`src/rtl/rqps_pkg.sv`:
```
// Shared types and constants of the ready queue policy selector.
`timescale 1ns / 1ps
package rqps_pkg;

    localparam int READY_DEPTH = 16;
    localparam int IDX_W       = (READY_DEPTH > 1) ? $clog2(READY_DEPTH) : 1;
    localparam int CNT_W       = $clog2(READY_DEPTH + 1);
    localparam int APB_AW      = 3;

    typedef logic [IDX_W-1:0] t_idx;
    typedef logic [CNT_W-1:0] t_cnt;
    typedef logic [2:0]       t_mode;

    // Policy codes
    localparam t_mode POL_RR   = 3'd0;
    localparam t_mode POL_SJF  = 3'd1;
    localparam t_mode POL_SRTN = 3'd2;
    localparam t_mode POL_GUAR = 3'd3;
    localparam t_mode POL_PRIO = 3'd4;

    // Opcodes
    localparam logic OP_ENQ  = 1'b0;
    localparam logic OP_PICK = 1'b1;

    // Register index
    localparam logic REG_POLICY = 1'b0;

    typedef struct packed {
        logic [7:0]         id;
        logic [15:0]        target;
        logic [15:0]        served;
        logic signed [15:0] prio;
    } t_entry;

    // Best-so-far token that travels down the chain during a scan
    typedef struct packed {
        logic   found;
        t_idx   idx;
        t_entry entry;
    } t_wave;

    typedef struct packed {
        logic valid;     // cell holds a live entry
        logic load_new;  // capture the incoming item
        logic shift;     // take the right neighbor's entry
        logic scan;      // advance the best token
    } t_cell_ctl;

endpackage

```
`src/rtl/rqps_cell.sv`:
```
// One slot of the ready table with its policy comparator.
`timescale 1ns / 1ps
module rqps_cell (
    input  logic                i_clk,
    input  logic                i_rst_n,
    input  rqps_pkg::t_cell_ctl i_ctl,
    input  rqps_pkg::t_mode     i_mode,
    input  rqps_pkg::t_idx      i_index,
    input  rqps_pkg::t_entry    i_new,
    input  rqps_pkg::t_entry    i_right,
    input  rqps_pkg::t_wave     i_wave,
    output rqps_pkg::t_entry    o_entry,
    output rqps_pkg::t_wave     o_wave
);
    import rqps_pkg::*;

    t_entry r_entry;
    t_wave  r_wave;
    t_wave  n_wave;
    logic   take_own;

    // True when candidate c displaces the current best b.
    function automatic logic beats(t_entry c, t_entry b, t_mode m);
        logic signed [16:0] rem_c;
        logic signed [16:0] rem_b;
        logic [31:0]        prod_c;
        logic [31:0]        prod_b;
        logic               res;
        rem_c  = $signed({1'b0, c.target}) - $signed({1'b0, c.served});
        rem_b  = $signed({1'b0, b.target}) - $signed({1'b0, b.served});
        prod_c = 32'(c.served) * 32'(b.target);
        prod_b = 32'(b.served) * 32'(c.target);
        unique case (m)
            POL_SJF:  res = c.target < b.target;
            POL_SRTN: res = rem_c < rem_b;
            POL_GUAR: res = prod_c < prod_b;
            POL_PRIO: res = c.prio > b.prio;
            default:  res = 1'b0;
        endcase
        return res;
    endfunction

    assign take_own = i_ctl.valid && (!i_wave.found || beats(r_entry, i_wave.entry, i_mode));

    always_comb begin
        n_wave = i_wave;
        if (take_own) begin
            n_wave.found = 1'b1;
            n_wave.idx   = i_index;
            n_wave.entry = r_entry;
        end
    end

    always_ff @(posedge i_clk) begin
        if (i_ctl.load_new) begin
            r_entry <= i_new;
        end else if (i_ctl.shift) begin
            r_entry <= i_right;
        end
    end

    always_ff @(posedge i_clk) begin
        if (!i_rst_n) begin
            r_wave <= '0;
        end else if (i_ctl.scan) begin
            r_wave <= n_wave;
        end
    end

    assign o_entry = r_entry;
    assign o_wave  = r_wave;
endmodule
```
`config.mk`:
```
export PLATFORM = sky130hd
export DESIGN_NAME = rqps_cell
export DESIGN_NICKNAME = d
export VERILOG_FILES = /design/src/rtl/rqps_pkg.sv /design/src/rtl/rqps_cell.sv
export SDC_FILE = /design/constraint.sdc
export NUM_CORES = 2
export LEC_CHECK = 0
export BUFFER_PORTS_ARGS = -buffer_cell sky130_fd_sc_hd__buf_4
export CORE_ASPECT_RATIO = 1.2
export CORE_UTILIZATION = 52
export DETAILED_ROUTE_END_ITERATION = 7
export GPL_TIMING_DRIVEN = 0
export PLACE_DENSITY = 0.72
export SYNTH_ARGS = -nofsm -noshare
export SYNTH_HDL_FRONTEND = slang
export SYNTH_SLANG_ARGS = --single-unit
export TNS_END_PERCENT = 5
```
`constraint.sdc`:
```
create_clock -name i_clk -period 24 [get_ports i_clk]
set_input_delay 4.8 -clock i_clk [delete_from_list [all_inputs] [get_ports i_clk]]
set_output_delay 4.8 -clock i_clk [all_outputs]
set_load 0.005 [all_outputs]
```
Yosys cells after proc, flatten, opt, wreduce, memory -nomap -nowiden. Index checks and enable logic that the tools add are counted.

Bits in registers: 117. Bits in latches: 0. Memory bits (writable): 0. Bits in read-only memories: 0. Input port bits: 186. Output and inout bits: 117. Logic and storage cells: 30. Memories kept: 0.

Add/subtract/negate cells: 2. $mul: 2. Divide/modulo/power cells: 0. $lt $le $gt $ge: 4. Equality and inequality tests: 4. Shifts and indexed selects: 0. Multiplexer cells: 4. Bitwise operators: 0. Reduce and logical (&&, ||, !) cells: 4.

Operators with widths (number): $mux 56 (2); $mul 16x16->32 (2); $mux 61 (1); $sub 16x16->17 (2); $lt 32x32->1 (1); $lt 17x17->1 (1); $gt 16x16->1 (1); $lt 16x16->1 (1); $eq 3x2->1 const B (2); $pmux 1 s4 (1); $eq 3x1->1 const B (1); $eq 3x3->1 const B (1); $reduce_bool 2->1 (1); $logic_and 1x1->1 (1); $logic_not 1->1 (1); $logic_or 1x1->1 (1).

Logic depth before layout (Yosys ltp).
Depth after elaboration: 6. Depth in mapped cells: 34. Gate-level depth less buffers: 30.

Least setup slack after synthesis. Ideal clock, no wire load.

Kind: input to register. Start point: in i_wave[23] (netlist bit). End point: reg r_wave, in the netlist o_wave[33]. Setup time: 0.123 ns. Data arrival time: 12.133 ns. Data required time: 23.877 ns. Slack: 11.744 ns. Cell stages on the path: 30. Buffers on the path: 4. Cells stage by stage: clkbuf_1 clkbuf_1 nand2_1 fa_1 fa_1 inv_1 ha_1 fa_1 fa_1 inv_1 fa_1 inv_1 ha_1 or3_1 o221a_2 o31a_1 o41a_1 a211oi_2 nor3_1 a311oi_2 ha_1 a21o_1 a21o_1 a2111oi_0 o31ai_1 a211o_1 clkbuf_1 buf_2 a311oi_1 o21ai_1.

Cells in the longest elaborated chain, start to end: 6. Elaborated cells between the ends (all ways): 8. Classes of those cells: add/sub (1); mul (1); order compare (2); mux (2); reduce/logical (2).

Ends and longest elaborated chain: start: declaration (RTL line rqps_cell.sv:11) `input rqps_pkg::t_wave i_wave,`; $mul 16x16->32 / $sub 16x16->17 (equally long branches) (RTL line rqps_cell.sv:32, rqps_cell.sv:30); $lt 32x32->1 / $lt 17x17->1 (equally long branches) (RTL line rqps_cell.sv:36, rqps_cell.sv:35); $pmux 1 s4 * (RTL line rqps_cell.sv:33) `unique case (m)`; $logic_or 1x1->1 * (RTL line rqps_cell.sv:43) `assign take_own = i_ctl.valid && (!i_wave.found || beats(r_entry, i_wave.entry, i_mode));`; $logic_and 1x1->1 * (RTL line rqps_cell.sv:43); $mux 61 * (RTL line rqps_cell.sv:47) `if (take_own) begin`; end signal: assignment (RTL line rqps_cell.sv:66) `r_wave <= n_wave;`; end: declaration (RTL line rqps_cell.sv:18) `t_wave r_wave;`.

Mark *: on every way between the ends. The rest lies on a longest branch, timed or not. A chain may end at the register's enable or synchronous reset.

Final worst setup path.
Start point: in i_wave[23] (netlist bit). End point: reg r_wave, in the netlist o_wave[27].

The elaborated chain is that of the path after synthesis.

==> results by group <==
Final layout
  – Multi-input gate area: 20,300 µm²
  – Final Cell Area: 29,580 µm²
  – Share of cells above drive strength 1: 0.1239
  – Reg area: 2903 µm²
  – Layout area overhead: 14.20%
  – Fill count: 4,366
  – Nets: 4,207

Synth
  – Post-synthesis mux area share: 0.02473
  – Complex-gate fraction of the synthesized area: 0.1361
  – Synthesis-stage register bit count: between 100 and 150
  – Post-synthesis sequential area ratio: 0.1121
  – Synth area leader: fa_1
  – Post-Synthesis Cells: ~3.0k
  – Adder-cell share of the synthesized area: 0.4551
  – Post-synth EDFFs: 56
  – Yosys Warn Count: 0
  – Top-count cell post-synth: inv_1
  – Synthesized area: between 20,000 and 30,000 µm²
  – Netlist cell types: 68
  – Synth cell count leaders: inv_1 (557), fa_1 (390), nand2_1 (372)
  – Synth Area per Inst: 8.648 µm²
  – Post-synth top area share: 0.3014
  – Async SR Flop Fraction: 0
  – Top cells by area, synth: fa_1 (30%), ha_1 (15%), inv_1 (8.1%)
  – Post-synth net total: 3,889
  – Area share of and/or/nand/nor cells after synthesis: 0.1427
  – Post-synthesis xor/xnor area fraction: 0.02502
  – Primary FF master, synth: dfxtp_1
  – Main combinational cell family by area after synthesis: adder cells

Clock network
  – Root Driver: clkbuf_16
  – Worst skew pair latency: 430 ps
  – # Post-CTS Setup Buffers: 0
  – CTS tree: yes
  – Num Clock Sinks: 117
  – Hold buffer count at cts: 0
  – CTS clock-pin slew for the worst setup and hold paths: 70 ps
  – CTS Buf Count: 17
  – CTS Buffer Depth: 2
  – Post_cts resized: 0
  – H-tree levels: 4

Critical path
  – CP max stage delay: 580 ps
  – Startpoint Class: input port
  – Slowest CP cell: clkbuf_1
  – Crit Path Class: in -> reg
  – Worst EP arrival: 14,680 ps
  – Maximum fanout along the worst path: 10
  – CP endpoint kind: register
  – Most Frequent Cell on Critical Path: fa_1
  – Crit path required time: roughly 24,000 ps

Detailed routing
  – 1st-iter DRT viols: about 1.9k
  – Detailed-route via count: 23.46k
  – DRC: 0
  – Via density: 5.919
  – WL final: 88.18 mm
  – Pre-antenna DRT Iters: 7
  – Number of routed nets with antenna violations: 0
  – Avg WL per Cell: 22.24 µm

Place
  – Post-DP Area: 28,940 µm²
  – Hpwl dp: 72.65 mm
  – Final GP Congestion: 1.016
  – IO buf count: 297

Global routing
  – Number of global-route vias before repair: between 20k and 25k
  – Initial antenna violation count: 0
  – Largest net degree at the start of global routing: 57
  – First-pass GRT wire length: 136.6 mm
  – GRT Total Usage: 0.3580
  – Grt ovf: 0

STA
  – Worst-Margin Slew: 1065 ps
  – Final setup fails: 0
  – Fin. Hold Viols: 0
  – FMAX: just under 70 MHz
  – Period minus WS final: 14,370 ps
  – Final Cycle Share: 0.5988
  – Setup TNS Final: 0 ps
  – Count of pins over their slew limit: 0
  – Worst slew margin: 0.2901
  – Skew final: approximately 11 ps
  – Unrepaired setup endpoints after global routing: false

Floorplan
  – Rows: 89
  – DIE AREA: 50,710 µm²
  – Initial Util: 0.5262
  – I/O pin total: 303
  – Core region area: 49,220 µm²
  – Chip Width: 205.7 µm
  – Die Ht: 246.5 µm

Job
  – Max_cap viols: 0

Run status
  – Status: finished, final reports clean

Min path
  – Type of the worst min-delay path: reg -> reg
==> logic make-up (layout without fill, tap and decap cells) <==
kind of cell               count (synthesis)  count (layout)
AOI/OAI and AO/OA                        512             512
xor gates and xnor gates                  74              74
adders and majority gates                708             708
buffers and inverters                    716            1047
DFF                                      117             117
muxes                                     57              57
other                                      0               1
and+or+nand+nor                          811             811
==> sequential cells by signal, indices dropped and copies added (netlist names) <==
signal,count
o_wave,61
o_entry,56
==> area by class of cell <==
class                   instances  share of cell area
clock buffers                  17             0.01438
diodes                          1          0.00008460
multi-input cells            2162              0.6862
inverters                     571             0.07246
plain buffers                 145             0.01891
flip-flops and latches        117             0.09814
clock inverters                15            0.006472
well taps                     637             0.02695
repair buffers                299             0.07640
==> cell usage in the layout (no fill, tap or decap), drive strengths merged, types with 11 or more instances in the layout <==
cell type	netlist	layout
a211oi	11	11
inv	562	569
clkinv	9	14
nand4	15	15
xnor2	39	39
xor2	35	35
a311oi	62	62
nand2	372	372
nand2b	19	19
nor2	164	164
nor3	31	31
a41o	60	60
edfxtp	56	56
dfxtp	61	61
clkbuf	129	146
or3	11	11
a21oi	75	75
buf	16	314
fa	390	390
and2	131	131
mux2	56	56
o21a	17	17
nor2b	16	16
a21o	45	45
ha	318	318
nand3	24	24
o21ai	166	166
==> through the flow <==
| step | util | hold slack, ps | setup WS, ps | cells |
|---|---|---|---|---|
| 2_1_floorplan | - | 441.8 | 11740 | 2995 |
| 3_3_place_gp | 0.5877 | 436.3 | 8667 | 3929 |
| 3_5_place_dp | 0.5880 | 438.2 | 9313 | 3930 |
| 4_1_cts | 0.6005 | 446.2 | 9741 | 3962 |
| 5_1_grt | 0.6009 | 467.9 | 9289 | 3963 |
| 6_report | 0.6009 | 444.9 | 9630 | 3964 |
==> worst max-delay path, delay by kind of cell <==
family	cells	cell delay, ps
and+or+nand+nor	2	210
AOI/OAI and AO/OA	14	3660
buffers and inverters	8	2330
adders and majority gates	8	3660
==> routing by layer <==
| layer | vias up | share of wire | GRT usage |
|---|---|---|---|
| met4 | 0 | 0.073 | 0.2342 |
| met1 | 11519 | 0.37 | 0.4252 |
| met5 | - | 0 | 0 |
| met3 | 302 | 0.085 | 0.06124 |
| met2 | 1226 | 0.47 | 0.5942 |
| li1 | 10414 | - | - |
==> worst paths after layout <==
check	depth (start not counted)	to	startpoint	slack, ps
max	32	o_wave[27]	i_wave[23]	9630
min	2	o_wave[45]	o_wave[45]	440
max reg2reg	33	o_wave[27]	o_entry[21]	13150
min reg2reg	2	o_wave[45]	o_wave[45]	440
Power is left out: the tool's default activity adds up to more than one toggle a clock period on the data nets, which glitch-free logic cannot reach.
