<file path="src/rtl/rqps_pkg.sv">
// Shared types and constants of the ready queue policy selector.
`timescale 1ns / 1ps
package rqps_pkg;

    localparam int READY_DEPTH = 16;
    localparam int IDX_W       = (READY_DEPTH > 1) ? $clog2(READY_DEPTH) : 1;
    localparam int CNT_W       = $clog2(READY_DEPTH + 1);
    localparam int APB_AW      = 3;

    typedef logic [IDX_W-1:0] t_idx;
    typedef logic [CNT_W-1:0] t_cnt;
    typedef logic [2:0]       t_mode;

    // Policy codes
    localparam t_mode POL_RR   = 3'd0;
    localparam t_mode POL_SJF  = 3'd1;
    localparam t_mode POL_SRTN = 3'd2;
    localparam t_mode POL_GUAR = 3'd3;
    localparam t_mode POL_PRIO = 3'd4;

    // Opcodes
    localparam logic OP_ENQ  = 1'b0;
    localparam logic OP_PICK = 1'b1;

    // Register index
    localparam logic REG_POLICY = 1'b0;

    typedef struct packed {
        logic [7:0]         id;
        logic [15:0]        target;
        logic [15:0]        served;
        logic signed [15:0] prio;
    } t_entry;

    // Best-so-far token that travels down the chain during a scan
    typedef struct packed {
        logic   found;
        t_idx   idx;
        t_entry entry;
    } t_wave;

    typedef struct packed {
        logic valid;     // cell holds a live entry
        logic load_new;  // capture the incoming item
        logic shift;     // take the right neighbor's entry
        logic scan;      // advance the best token
    } t_cell_ctl;

endpackage

</file>
<file path="src/rtl/rqps_apb.sv">
// APB-style register port holding the policy selection.
`timescale 1ns / 1ps
module rqps_apb (
    input  logic                       i_clk,
    input  logic                       i_rst_n,
    input  logic                       psel,
    input  logic                       penable,
    input  logic                       pwrite,
    input  logic [rqps_pkg::APB_AW-1:0] paddr,
    input  logic [31:0]                pwdata,
    output logic [31:0]                prdata,
    output logic                       pready,
    output rqps_pkg::t_mode            o_mode
);
    import rqps_pkg::*;

    t_mode r_mode;
    logic  hit;

    assign hit    = (paddr[2] == REG_POLICY);
    assign pready = 1'b1;
    assign o_mode = r_mode;
    assign prdata = hit ? {29'd0, r_mode} : 32'd0;

    always_ff @(posedge i_clk) begin
        if (!i_rst_n) begin
            r_mode <= POL_RR;
        end else if (psel && penable && pwrite && pready && hit) begin
            r_mode <= pwdata[2:0];
        end
    end
endmodule

</file>
<file path="config.mk">
export PLATFORM = sky130hd
export DESIGN_NAME = rqps_apb
export DESIGN_NICKNAME = d
export VERILOG_FILES = /design/src/rtl/rqps_pkg.sv /design/src/rtl/rqps_apb.sv
export SDC_FILE = /design/constraint.sdc
export NUM_CORES = 1
export LEC_CHECK = 0
export ABC_CLOCK_PERIOD_IN_PS = 860
export BUFFER_PORTS_ARGS = -buffer_cell sky130_fd_sc_hd__clkbuf_2
export CAP_MARGIN = 20
export CELL_PAD_IN_SITES_DETAIL_PLACEMENT = 0
export CELL_PAD_IN_SITES_GLOBAL_PLACEMENT = 1
export CORE_MARGIN = 5
export CORE_UTILIZATION = 13
export CTS_CLUSTER_SIZE = 12
export DETAILED_ROUTE_END_ITERATION = 16
export PLACE_DENSITY_LB_ADDON = 0.1
export REMOVE_ABC_BUFFERS = 1
export SLEW_MARGIN = 20
export SYNTH_ARGS = -nofsm -noshare
export SYNTH_HDL_FRONTEND = slang
export SYNTH_SLANG_ARGS = --single-unit
</file>
<file path="constraint.sdc">
create_clock -name i_clk -period 0.86 [get_ports i_clk]
set_input_delay 0.043 -clock i_clk [delete_from_list [all_inputs] [get_ports i_clk]]
set_output_delay 0.043 -clock i_clk [all_outputs]
set_load 0.02 [all_outputs]
</file>
# After elaboration in Yosys (flattened, before gate mapping)
# Index checks and enable logic that the tools add are counted.
dict set report totals {
  reg_bits 3
  output_inout_bits 36
  wordCells 6
}
dict set report classes {
  mux 1
  bitwise_logic 1
  reduce_logical 3
}
# operator count
set op_table {}
lappend op_table {{logical AND 1 bit} 3}
lappend op_table {{2-to-1 mux 3 bit} 1}
lappend op_table {{inverter 1 bit} 1}

# Longest topological paths before layout
# Gate-level depths: netlist of the first run.
dict set report depth {
  word_depth 3
  depth_mapped 3
  mapped_depth_nobuf 2
}

# Least setup slack after synthesis of the first run
# No wires, ideal clock.
dict set report synth_timing {
  path_type {flip-flop to output port}
  from {reg r_mode[0] (netlist: o_mode[0])}
  to {out prdata[0]}
  arrival_time_ns 0.666
  required_time_ns 0.817
  slack_ns 0.151
  stages_incl_launch_ff 2
  path_buffers 0
  path_cell_list {dfxtp_1 and2b_2}
}
dict set report synth_between {
  elab_chain_len 1
}
# item line
set synth_rtl {}
lappend synth_rtl {{start, declared} rqps_apb.sv:17} ;# t_mode r_mode;
lappend synth_rtl {{start signal, assigned} rqps_apb.sv:29} ;# r_mode <= pwdata[2:0];
lappend synth_rtl {{2-to-1 mux 3 bit} rqps_apb.sv:23} ;# assign prdata = hit ? {29'd0, r_mode} : 32'd0;
lappend synth_rtl {{end, declared} rqps_apb.sv:11} ;# output logic [31:0] prdata,
# No other way between the ends.

# Worst setup path after layout of the first run
# Ends and elaborated chain as after synthesis.

==> flow_metrics.env, run 1 <==
export IMPL_status="finished with violations"
export IMPL_violations="setup timing"
export IMPL_rows=19
export IMPL_yosysTopAreaCell="buf_4"
export IMPL_yosysTopAreaCellShare=0.5825
export IMPL_path_clk_slew_ns=0.04
export IMPL_critPathKind="reg2out"
export IMPL_max_cap_viol_count=0
export IMPL_overflow=0
export IMPL_synth_cells=49
export IMPL_p_switching_mw=0.2246
export IMPL_worst_path_max_fanout=2
export IMPL_place_worst_setup_slack_ns=0.07825
export IMPL_ctsHoldBuffers=0
export IMPL_power_mw=0.5804
export IMPL_endpoint_kind="primary output"
export IMPL_worstHoldStart="pwdata[2]"
export IMPL_grt_pass1_wl_um=1035
export IMPL_dieArea_sq_mm=0.004165
export IMPL_synth_edf_count=0
export IMPL_cts_max_path_buffers=2
export IMPL_synth_seq_cells=3
export IMPL_rsz0062_at_grt="true"
export IMPL_die_h_um=64.54
export IMPL_synthDistinctLibCells=8
export IMPL_die_x_um=64.54
export IMPL_dp_hpwl_um=727.5
export IMPL_htree_levels=1
export IMPL_drt_antenna_violating_nets=0
export IMPL_nets=109
export IMPL_cts_tree="built"
export IMPL_startpoint_type="register"
export IMPL_drive_gt1_frac=0.3971
export IMPL_layout_setup_ws_ns=-0.05640
export IMPL_grt_pass1_vias=224
export IMPL_swShare=0.3870
export IMPL_vias=273
export IMPL_numPortBuffers=14
export IMPL_synth_most_common_cell="buf_4"
export IMPL_critPathSlowestCell="dfxtp_2"
export IMPL_largest_reg_flops=3
export IMPL_fill_cells=331
export IMPL_period_minus_slack_ns=0.9164
export IMPL_antenna_cells=0
export IMPL_final_max_slew_viol_count=0
export IMPL_grt_max_degree=7
export IMPL_crit_path_cell_trace="and2b_2 > buf_8"
export IMPL_r2r_slack_ns=0.19
export IMPL_power_share_clock=0.438
export IMPL_min_path_type="in2reg"
export IMPL_numCtsBuffers=3
export IMPL_r2r_end="o_mode[0]"
export IMPL_r2r_cells=3
export IMPL_viasPerCell=2.758
export IMPL_ys_seq_area_frac=0.1553
export IMPL_track_usage=0.03708
export IMPL_critPathArrivalTime_ns=0.87
export IMPL_power_frac_comb=0.312
export IMPL_clk_insertion_delay_late_ns=0.23
export IMPL_wl_met1_um=291
export IMPL_whs_path_depth=3
export IMPL_clockRootBuffer="clkbuf_4"
export IMPL_fin_crit_sh=1.066
export IMPL_dr_wl_met2_um=377
export IMPL_max_stage_delay_ns=0.31
export IMPL_p_per_area_mw_per_mm2=1192
export IMPL_wl_met3_um=160
export IMPL_drt_pass1_iterations=2
export IMPL_setup_viol=3
export IMPL_clock_fmax_mhz=1091
export IMPL_avgSynthCellArea_sq_um=7.890
export IMPL_seq_power_share=0.251
export IMPL_async_flop_share=0
export IMPL_area_delta_synth_final_pct=25.89
export IMPL_fin_skew_ns=0
export IMPL_post_dp_cell_area_sq_um=377.9
export IMPL_ys_top_cells_by_area="buf_4 58%, dfxtp_1 16%, mux2i_1 7.8%"
export IMPL_fin_area_sq_um=486.7
export IMPL_place_congestion=0.5619
export IMPL_initial_utilization=0.1378
export IMPL_antenna_found_initial=0
export IMPL_p_int_mw=0.3558
export IMPL_p_leak_nw=0.2737
export IMPL_min_to="o_mode[2]"
export IMPL_final_core_util=0.1735
export IMPL_ioPinCount=76
export IMPL_syn_area_sq_um=386.6
export IMPL_wl_per_cell_um=8.384
export IMPL_irDropWorstVdd_v=0.0004882
export IMPL_hold_violations=0
export IMPL_highest_layer="met3"
export IMPL_ys_warn_count=0
export IMPL_drtIter0Drc=4
export IMPL_synth_flop_cell="dfxtp_1"
export IMPL_core_sq_mm=0.002805
export IMPL_drc=0
export IMPL_worstPathRequired_ns=0.82
export IMPL_r2r_start="o_mode[0]"
export IMPL_fin_tns_setup_ns=-0.1596
export IMPL_drt_total_wl_um=830
export IMPL_ys_top_cells_by_count="30 x buf_4, 6 x nand2_1, 3 x and2b_2, 3 x dfxtp_1, 3 x mux2i_1"
export IMPL_cts_sinks=3
## cell families (layout without fill, tap and decap cells)
family,count (synthesis),after routing,share of synthesized area
other,2,30,0.01942
and+or+nand+nor,10,10,0.1521
DFF,3,3,0.1553
buffers and inverters,31,22,0.5955
muxes,3,3,0.07767
## cell usage in the layout, fill, tap and decap left out
cell      synthesis  layout
and2b_2           3       3
and4b_1           1       1
buf_4            30       2
buf_6             0       5
buf_8             0       3
clkbuf_1          0       1
clkbuf_2          0       8
clkbuf_4          0       3
conb_1            2      30
dfxtp_2           0       3
mux2i_1           3       3
nand2_1           6       6
## what timing repair did
action | 4_1_cts | 5_1_grt
setup endpoints to repair | 3 | 6
resized for setup | 9 | 14
hold endpoints to repair | 0 | 0
buffers inserted | 3 | 0
## worst max-delay path by stage
stage / from / to / slack (ns)
3_5_place_dp: paddr[2] / o_mode[2] / 0.08
4_1_cts: o_mode[0] / prdata[0] / -0.07
6_report: o_mode[0] / prdata[0] / -0.06
5_1_grt: o_mode[2] / prdata[2] / -0.1
2_1_floorplan: o_mode[0] / prdata[0] / 0.15
3_3_place_gp: paddr[2] / o_mode[2] / 0.09
## metal layers
metal / vias up / track usage
met4: 0 / 0.01583
met2: 27 / 0.04510
met1: 120 / 0.03838
met3: 0 / 0.04318
met5: - / 0
li1: 126 / -
## power by group through the flow
stage          Clock (mW)  Combinational, mW  Sequential [mW]
6_report            0.254              0.181            0.145
5_1_grt             0.293              0.194            0.146
4_1_cts             0.267              0.172            0.145
3_5_place_dp            0              0.164            0.148
3_3_place_gp            0              0.164            0.148
2_1_floorplan           0              0.127            0.151
## worst max-delay path: cells and delay by family (launching register included)
kind | cells | cell delay, ns
simple gates | 1 | 0.20
flops | 1 | 0.31
buf+inv | 1 | 0.13
## final cells by class
class	count	area, sq um	share of cell area
multi-input combinational	43	201.4	0.4139
timing repair buffer	18	156.4	0.3213
tap	31	38.79	0.07969
clock buffer	4	26.28	0.05398
sequential	3	63.81	0.1311
## per-stage QoR
step                      hold WS (ns)  std cells
after detailed placement        0.2872         92
after global routing           0.03303         99
after CTS                      0.02875         99
final                          0.03081         99
after global placement          0.2853         92
after floorplan                 0.1851         46
Note: power is estimated with default switching activity, not from simulation.
==> run 2, diff against run 1 <==
--- a/config.mk
+++ b/config.mk
@@ -5,15 +5,17 @@
 export SDC_FILE = /design/constraint.sdc
 export NUM_CORES = 1
 export LEC_CHECK = 0
-export ABC_CLOCK_PERIOD_IN_PS = 860
+export ABC_CLOCK_PERIOD_IN_PS = 900
 export BUFFER_PORTS_ARGS = -buffer_cell sky130_fd_sc_hd__clkbuf_2
 export CAP_MARGIN = 20
 export CELL_PAD_IN_SITES_DETAIL_PLACEMENT = 0
 export CELL_PAD_IN_SITES_GLOBAL_PLACEMENT = 1
+export CORE_ASPECT_RATIO = 0.6
 export CORE_MARGIN = 5
 export CORE_UTILIZATION = 13
 export CTS_CLUSTER_SIZE = 12
 export DETAILED_ROUTE_END_ITERATION = 16
+export GPL_ROUTABILITY_DRIVEN = 0
 export PLACE_DENSITY_LB_ADDON = 0.1
 export REMOVE_ABC_BUFFERS = 1
 export SLEW_MARGIN = 20
==> constraint.sdc (replaced) <==
create_clock -name i_clk -period 0.9 [get_ports i_clk]
set_input_delay 0.045 -clock i_clk [delete_from_list [all_inputs] [get_ports i_clk]]
set_output_delay 0.045 -clock i_clk [all_outputs]
set_load 0.02 [all_outputs]
==> flow_metrics.env, run 2 (synthesis gave the netlist of run 1 again) <==
export IMPL_track_usage=0.03873
export IMPL_drt_total_wl_um=848
export IMPL_layout_cells_non_filler=109
export IMPL_numPortBuffers=14
export IMPL_fin_skew_ns=0
export IMPL_max_cap_viol_count=0
export IMPL_r2r_slack_ns=0.23
export IMPL_critPathArrivalTime_ns=0.85
export IMPL_dp_cells=102
export IMPL_drt_antenna_violating_nets=0
export IMPL_viasPerCell=2.468
export IMPL_critPathSlowestCell="dfxtp_2"
export IMPL_drtIter0Drc=6
export IMPL_status="finished clean"
export IMPL_overflow=0
export IMPL_r2r_cells=3
export IMPL_cts_tree="built"
export IMPL_clk_insertion_delay_late_ns=0.22
export IMPL_irDropWorstVdd_v=0.0002999
export IMPL_highest_layer="met4"
export IMPL_whs_path_depth=3
export IMPL_worst_path_max_fanout=2
export IMPL_drt_pass1_iterations=4
export IMPL_worstPathRequired_ns=0.85
export IMPL_wl_per_cell_um=7.780
export IMPL_grt_max_degree=7
export IMPL_antenna_found_initial=0
export IMPL_layout_commonest_cell="conb_1"
export IMPL_final_max_slew_viol_count=0
export IMPL_largest_reg_flops=3
export IMPL_dp_hpwl_um=685.9
export IMPL_ctsHoldBuffers=0
export IMPL_setup_viol=0
export IMPL_dr_wl_met2_um=443
export IMPL_die_x_um=80.41
export IMPL_core_sq_mm=0.002853
export IMPL_p_leak_nw=0.2706
export IMPL_multi_input_area_sq_um=201.4
export IMPL_grt_pass1_wl_um=1048
export IMPL_dieArea_sq_mm=0.004200
export IMPL_max_stage_delay_ns=0.31
export IMPL_grt_pass1_vias=224
export IMPL_vias=269
export IMPL_startpoint_type="register"
export IMPL_clock_fmax_mhz=1122
export IMPL_cts_sinks=3
export IMPL_nets=108
export IMPL_antenna_cells=0
export IMPL_wl_met3_um=136
export IMPL_numCtsBuffers=3
export IMPL_rsz0062_at_grt="true"
export IMPL_ff_latch_area_sq_um=63.81
export IMPL_rows=15
export IMPL_critPathKind="reg2out"
export IMPL_hold_violations=0
export IMPL_htree_levels=1
export IMPL_initial_utilization=0.1355
export IMPL_clockRootBuffer="clkbuf_8"
export IMPL_drc=0
export IMPL_final_cell_mix="30 x conb_1, 11 x clkbuf_2, 6 x nand2_1"
export IMPL_crit_path_cell_trace="and2b_2 > buf_8"
export IMPL_period_minus_slack_ns=0.8913
export IMPL_die_h_um=52.24
export IMPL_endpoint_kind="primary output"
export IMPL_cts_max_path_buffers=2
export IMPL_post_dp_cell_area_sq_um=384.1
export IMPL_area_delta_synth_final_pct=25.57
export IMPL_fin_area_sq_um=485.5
export IMPL_ioPinCount=76
export IMPL_wl_met1_um=241
export IMPL_p_per_area_mw_per_mm2=1433
export IMPL_hold_ws_ns=0.06179
export IMPL_fin_crit_sh=0.9904
export IMPL_fill_cells=350
export IMPL_drive_gt1_frac=0.3881
export IMPL_min_path_type="in2reg"
export IMPL_path_clk_slew_ns=0.03
## run 2: cell types whose count changed in the layout (fill, tap and decap cells not counted)
cell	delta
buf_6	-5
clkbuf_4	-3
clkbuf_2	+3
clkbuf_8	+3
buf_4	+1
## run 2: through the flow
stage / util / TNS, ns / power (mW) / setup slack, ns
after global placement: 0.1346 / 0 / 0.2947 / 0.07980
final: 0.1702 / 0 / 0.6958 / 0.008653
after floorplan: - / 0 / 0.2658 / 0.1893
after detailed placement: 0.1346 / 0 / 0.2953 / 0.07645
after global routing: 0.1702 / -0.03841 / 0.7430 / -0.01685
after CTS: 0.1689 / -0.01077 / 0.7015 / -0.005322
## run 2: worst max-delay path: cells and delay by family, from the launching register on
family / cells / cell delay (ns)
flip-flops: 1 / 0.31
AND/OR/NAND/NOR: 1 / 0.20
buffers and inverters: 1 / 0.13
## run 2: where the power goes
part	internal, mW	switching, mW
clock	0.302	0.0892
sequential	0.137	0.00159
combinational	0.0290	0.137
total	0.468	0.227
## run 2: metal layers
| metal | global-route usage | vias to the layer above |
|---|---|---|
| met2 | 0.06044 | 23 |
| met3 | 0.01546 | 2 |
| li1 | - | 124 |
| met5 | 0 | - |
| met4 | 0.05056 | 0 |
| met1 | 0.03487 | 120 |
## run 2: worst paths after layout
path                                start        end
worst max-delay path            o_mode[1]  prdata[1]
worst max register to register  o_mode[1]  o_mode[1]
worst min register to register  o_mode[2]  o_mode[2]
worst min-delay path            pwdata[0]  o_mode[0]
## run 2: area by class of cell
type                       instances  area share
multi-input combinational         43      0.4149
tap                               42      0.1082
sequential                         3      0.1314
timing repair buffer              17      0.2526
clock buffer                       4     0.09278
## run 2: repair_timing
action,CTS,global route
setup endpoints to repair,3,3
setup buffers,3,0
resized for setup,9,3
==> run 3, diff against run 2 <==
--- a/config.mk
+++ b/config.mk
@@ -8,15 +8,12 @@
 export ABC_CLOCK_PERIOD_IN_PS = 900
 export BUFFER_PORTS_ARGS = -buffer_cell sky130_fd_sc_hd__clkbuf_2
 export CAP_MARGIN = 20
-export CELL_PAD_IN_SITES_DETAIL_PLACEMENT = 0
-export CELL_PAD_IN_SITES_GLOBAL_PLACEMENT = 1
-export CORE_ASPECT_RATIO = 0.6
 export CORE_MARGIN = 5
-export CORE_UTILIZATION = 13
+export CORE_UTILIZATION = 24
 export CTS_CLUSTER_SIZE = 12
 export DETAILED_ROUTE_END_ITERATION = 16
 export GPL_ROUTABILITY_DRIVEN = 0
-export PLACE_DENSITY_LB_ADDON = 0.1
+export PLACE_DENSITY = 0.78
 export REMOVE_ABC_BUFFERS = 1
 export SLEW_MARGIN = 20
 export SYNTH_ARGS = -nofsm -noshare
==> flow_metrics.env, run 3 (synthesis gave the netlist of run 1 again) <==
export IMPL_drive_gt1_frac=0.3881
export IMPL_min_to="o_mode[0]"
export IMPL_worstPathRequired_ns=0.85
export IMPL_critPathSlowestCell="dfxtp_2"
export IMPL_fin_tns_setup_ns=-0.03104
export IMPL_r2r_start="o_mode[2]"
export IMPL_seq_power_share=0.257
export IMPL_layout_commonest_cell="conb_1"
export IMPL_cts_max_path_buffers=2
export IMPL_dp_hpwl_um=657.8
export IMPL_drt_antenna_violating_nets=0
export IMPL_whs_path_depth=3
export IMPL_numCtsBuffers=3
export IMPL_drtIter0Drc=1
export IMPL_min_path_type="in2reg"
export IMPL_grt_max_degree=7
export IMPL_fill_cells=168
export IMPL_ctsHoldBuffers=0
export IMPL_endpoint_kind="primary output"
export IMPL_initial_utilization=0.2537
export IMPL_crit_family="flip-flops"
export IMPL_drt_pass1_iterations=2
export IMPL_layout_cells_non_filler=83
export IMPL_r2r_end="o_mode[2]"
export IMPL_drt_total_wl_um=802
export IMPL_r2r_slack_ns=0.20
export IMPL_fin_skew_ns=0
export IMPL_overflow=0
export IMPL_violations="setup timing"
export IMPL_worstHoldStart="pwdata[0]"
export IMPL_power_frac_comb=0.307
export IMPL_antenna_cells=0
export IMPL_clock_fmax_mhz=1085
export IMPL_clockRootBuffer="clkbuf_4"
export IMPL_rows=14
export IMPL_clk_insertion_delay_late_ns=0.23
export IMPL_cts_sinks=3
export IMPL_dp_cells=76
export IMPL_cts_tree="built"
export IMPL_grt_pass1_vias=265
export IMPL_r2r_cells=3
export IMPL_path_clk_slew_ns=0.04
export IMPL_drc=0
export IMPL_crit_path_cell_trace="and2b_2 > buf_8"
export IMPL_core_sq_mm=0.001524
export IMPL_final_cell_mix="30 x conb_1, 11 x clkbuf_2, 6 x nand2_1"
export IMPL_critPathKind="reg2out"
export IMPL_status="finished with violations"
export IMPL_worst_path_max_fanout=2
export IMPL_layout_setup_ws_ns=-0.02180
export IMPL_swShare=0.3834
export IMPL_p_switching_mw=0.2067
export IMPL_htree_levels=1
export IMPL_power_share_clock=0.436
export IMPL_crit_buf_inv=1
export IMPL_wl_per_cell_um=9.663
export IMPL_dieArea_sq_mm=0.002514
export IMPL_critPathArrivalTime_ns=0.88
export IMPL_fin_crit_sh=1.024
export IMPL_die_h_um=50.14
export IMPL_area_delta_synth_final_pct=12.30
export IMPL_die_x_um=50.14
export IMPL_p_leak_nw=0.2628
export IMPL_max_cap_viol_count=0
export IMPL_track_usage=0.06171
export IMPL_p_int_mw=0.3324
export IMPL_nets=108
export IMPL_max_stage_delay_ns=0.31
export IMPL_hold_violations=0
export IMPL_p_per_area_mw_per_mm2=1241
export IMPL_numPortBuffers=14
export IMPL_viasPerCell=3.361
export IMPL_largest_reg_flops=3
export IMPL_vias=279
export IMPL_setup_viol=3
export IMPL_antenna_found_initial=0
export IMPL_startpoint_type="register"
export IMPL_period_minus_slack_ns=0.9218
export IMPL_irDropWorstVdd_v=0.0003418
export IMPL_ioPinCount=76
export IMPL_grt_pass1_wl_um=1069
export IMPL_final_max_slew_viol_count=0
export IMPL_rsz0062_at_grt="true"
run 3: changes by cell type in the layout (fill, tap and decap cells not counted):
cell,previous run,this run
clkbuf_4,0,3
clkbuf_8,3,0
run 3: final cells by class:
| cell class | count | area (sq um) | area share |
|---|---|---|---|
| timing repair buffer | 17 | 122.6 | 0.2824 |
| tap | 16 | 20.02 | 0.04611 |
| clock buffer | 4 | 26.28 | 0.06052 |
| multi-input combinational | 43 | 201.4 | 0.4640 |
| sequential | 3 | 63.81 | 0.1470 |
run 3: per-layer routing:
| layer | share of wire | vias to the layer above | track usage |
|---|---|---|---|
| met5 | 0 | - | 0 |
| met4 | 0.052 | 0 | 0.08297 |
| met3 | 0.16 | 4 | 0.02959 |
| met2 | 0.56 | 25 | 0.1088 |
| met1 | 0.22 | 126 | 0.03750 |
| li1 | - | 124 | - |
run 3: worst max path at each step:
stage                            to      start  depth (start not counted)  slack, ns
final                     prdata[1]  o_mode[1]                          2      -0.02
after global routing      prdata[1]  o_mode[1]                          2      -0.04
after CTS                 prdata[1]  o_mode[1]                          2      -0.03
after detailed placement  o_mode[2]   paddr[2]                          3       0.10
after global placement    o_mode[1]   paddr[2]                          3       0.14
after floorplan           prdata[0]  o_mode[0]                          1       0.19
run 3: repair_timing:
action                     CTS  global route
resized for setup            9             3
pin swaps                    0             0
setup buffers                3             0
setup endpoints to repair    3             3
run 3: per-stage QoR:
step | hold WS, ns | cell area (sq um) | setup slack [ns] | util | power (mW)
3_5_place_dp | 0.2994 | 351.6 | 0.1037 | 0.2307 | 0.2933
3_3_place_gp | 0.2835 | 351.6 | 0.1424 | 0.2307 | 0.2909
6_report | 0.04488 | 434.2 | -0.02180 | 0.2849 | 0.5390
5_1_grt | 0.06946 | 434.2 | -0.03867 | 0.2849 | 0.5713
4_1_cts | 0.04189 | 430.4 | -0.03215 | 0.2824 | 0.5487
2_1_floorplan | 0.1871 | 261.5 | 0.1893 | - | 0.2658
run 3: worst reg2reg max path: stages (launching register included):
cell,delay (ns)
dfxtp_2,0.32
buf_4,0.10
nand2_1,0.05
mux2i_1,0.15
run 3: power by group through the flow:
| stage | combinational [mW] | sequential (mW) | clock, mW |
|---|---|---|---|
| 3_5_place_dp | 0.153 | 0.141 | 0 |
| 4_1_cts | 0.160 | 0.138 | 0.250 |
| 2_1_floorplan | 0.122 | 0.144 | 0 |
| 6_report | 0.165 | 0.139 | 0.235 |
| 3_3_place_gp | 0.150 | 0.140 | 0 |
| 5_1_grt | 0.177 | 0.139 | 0.256 |
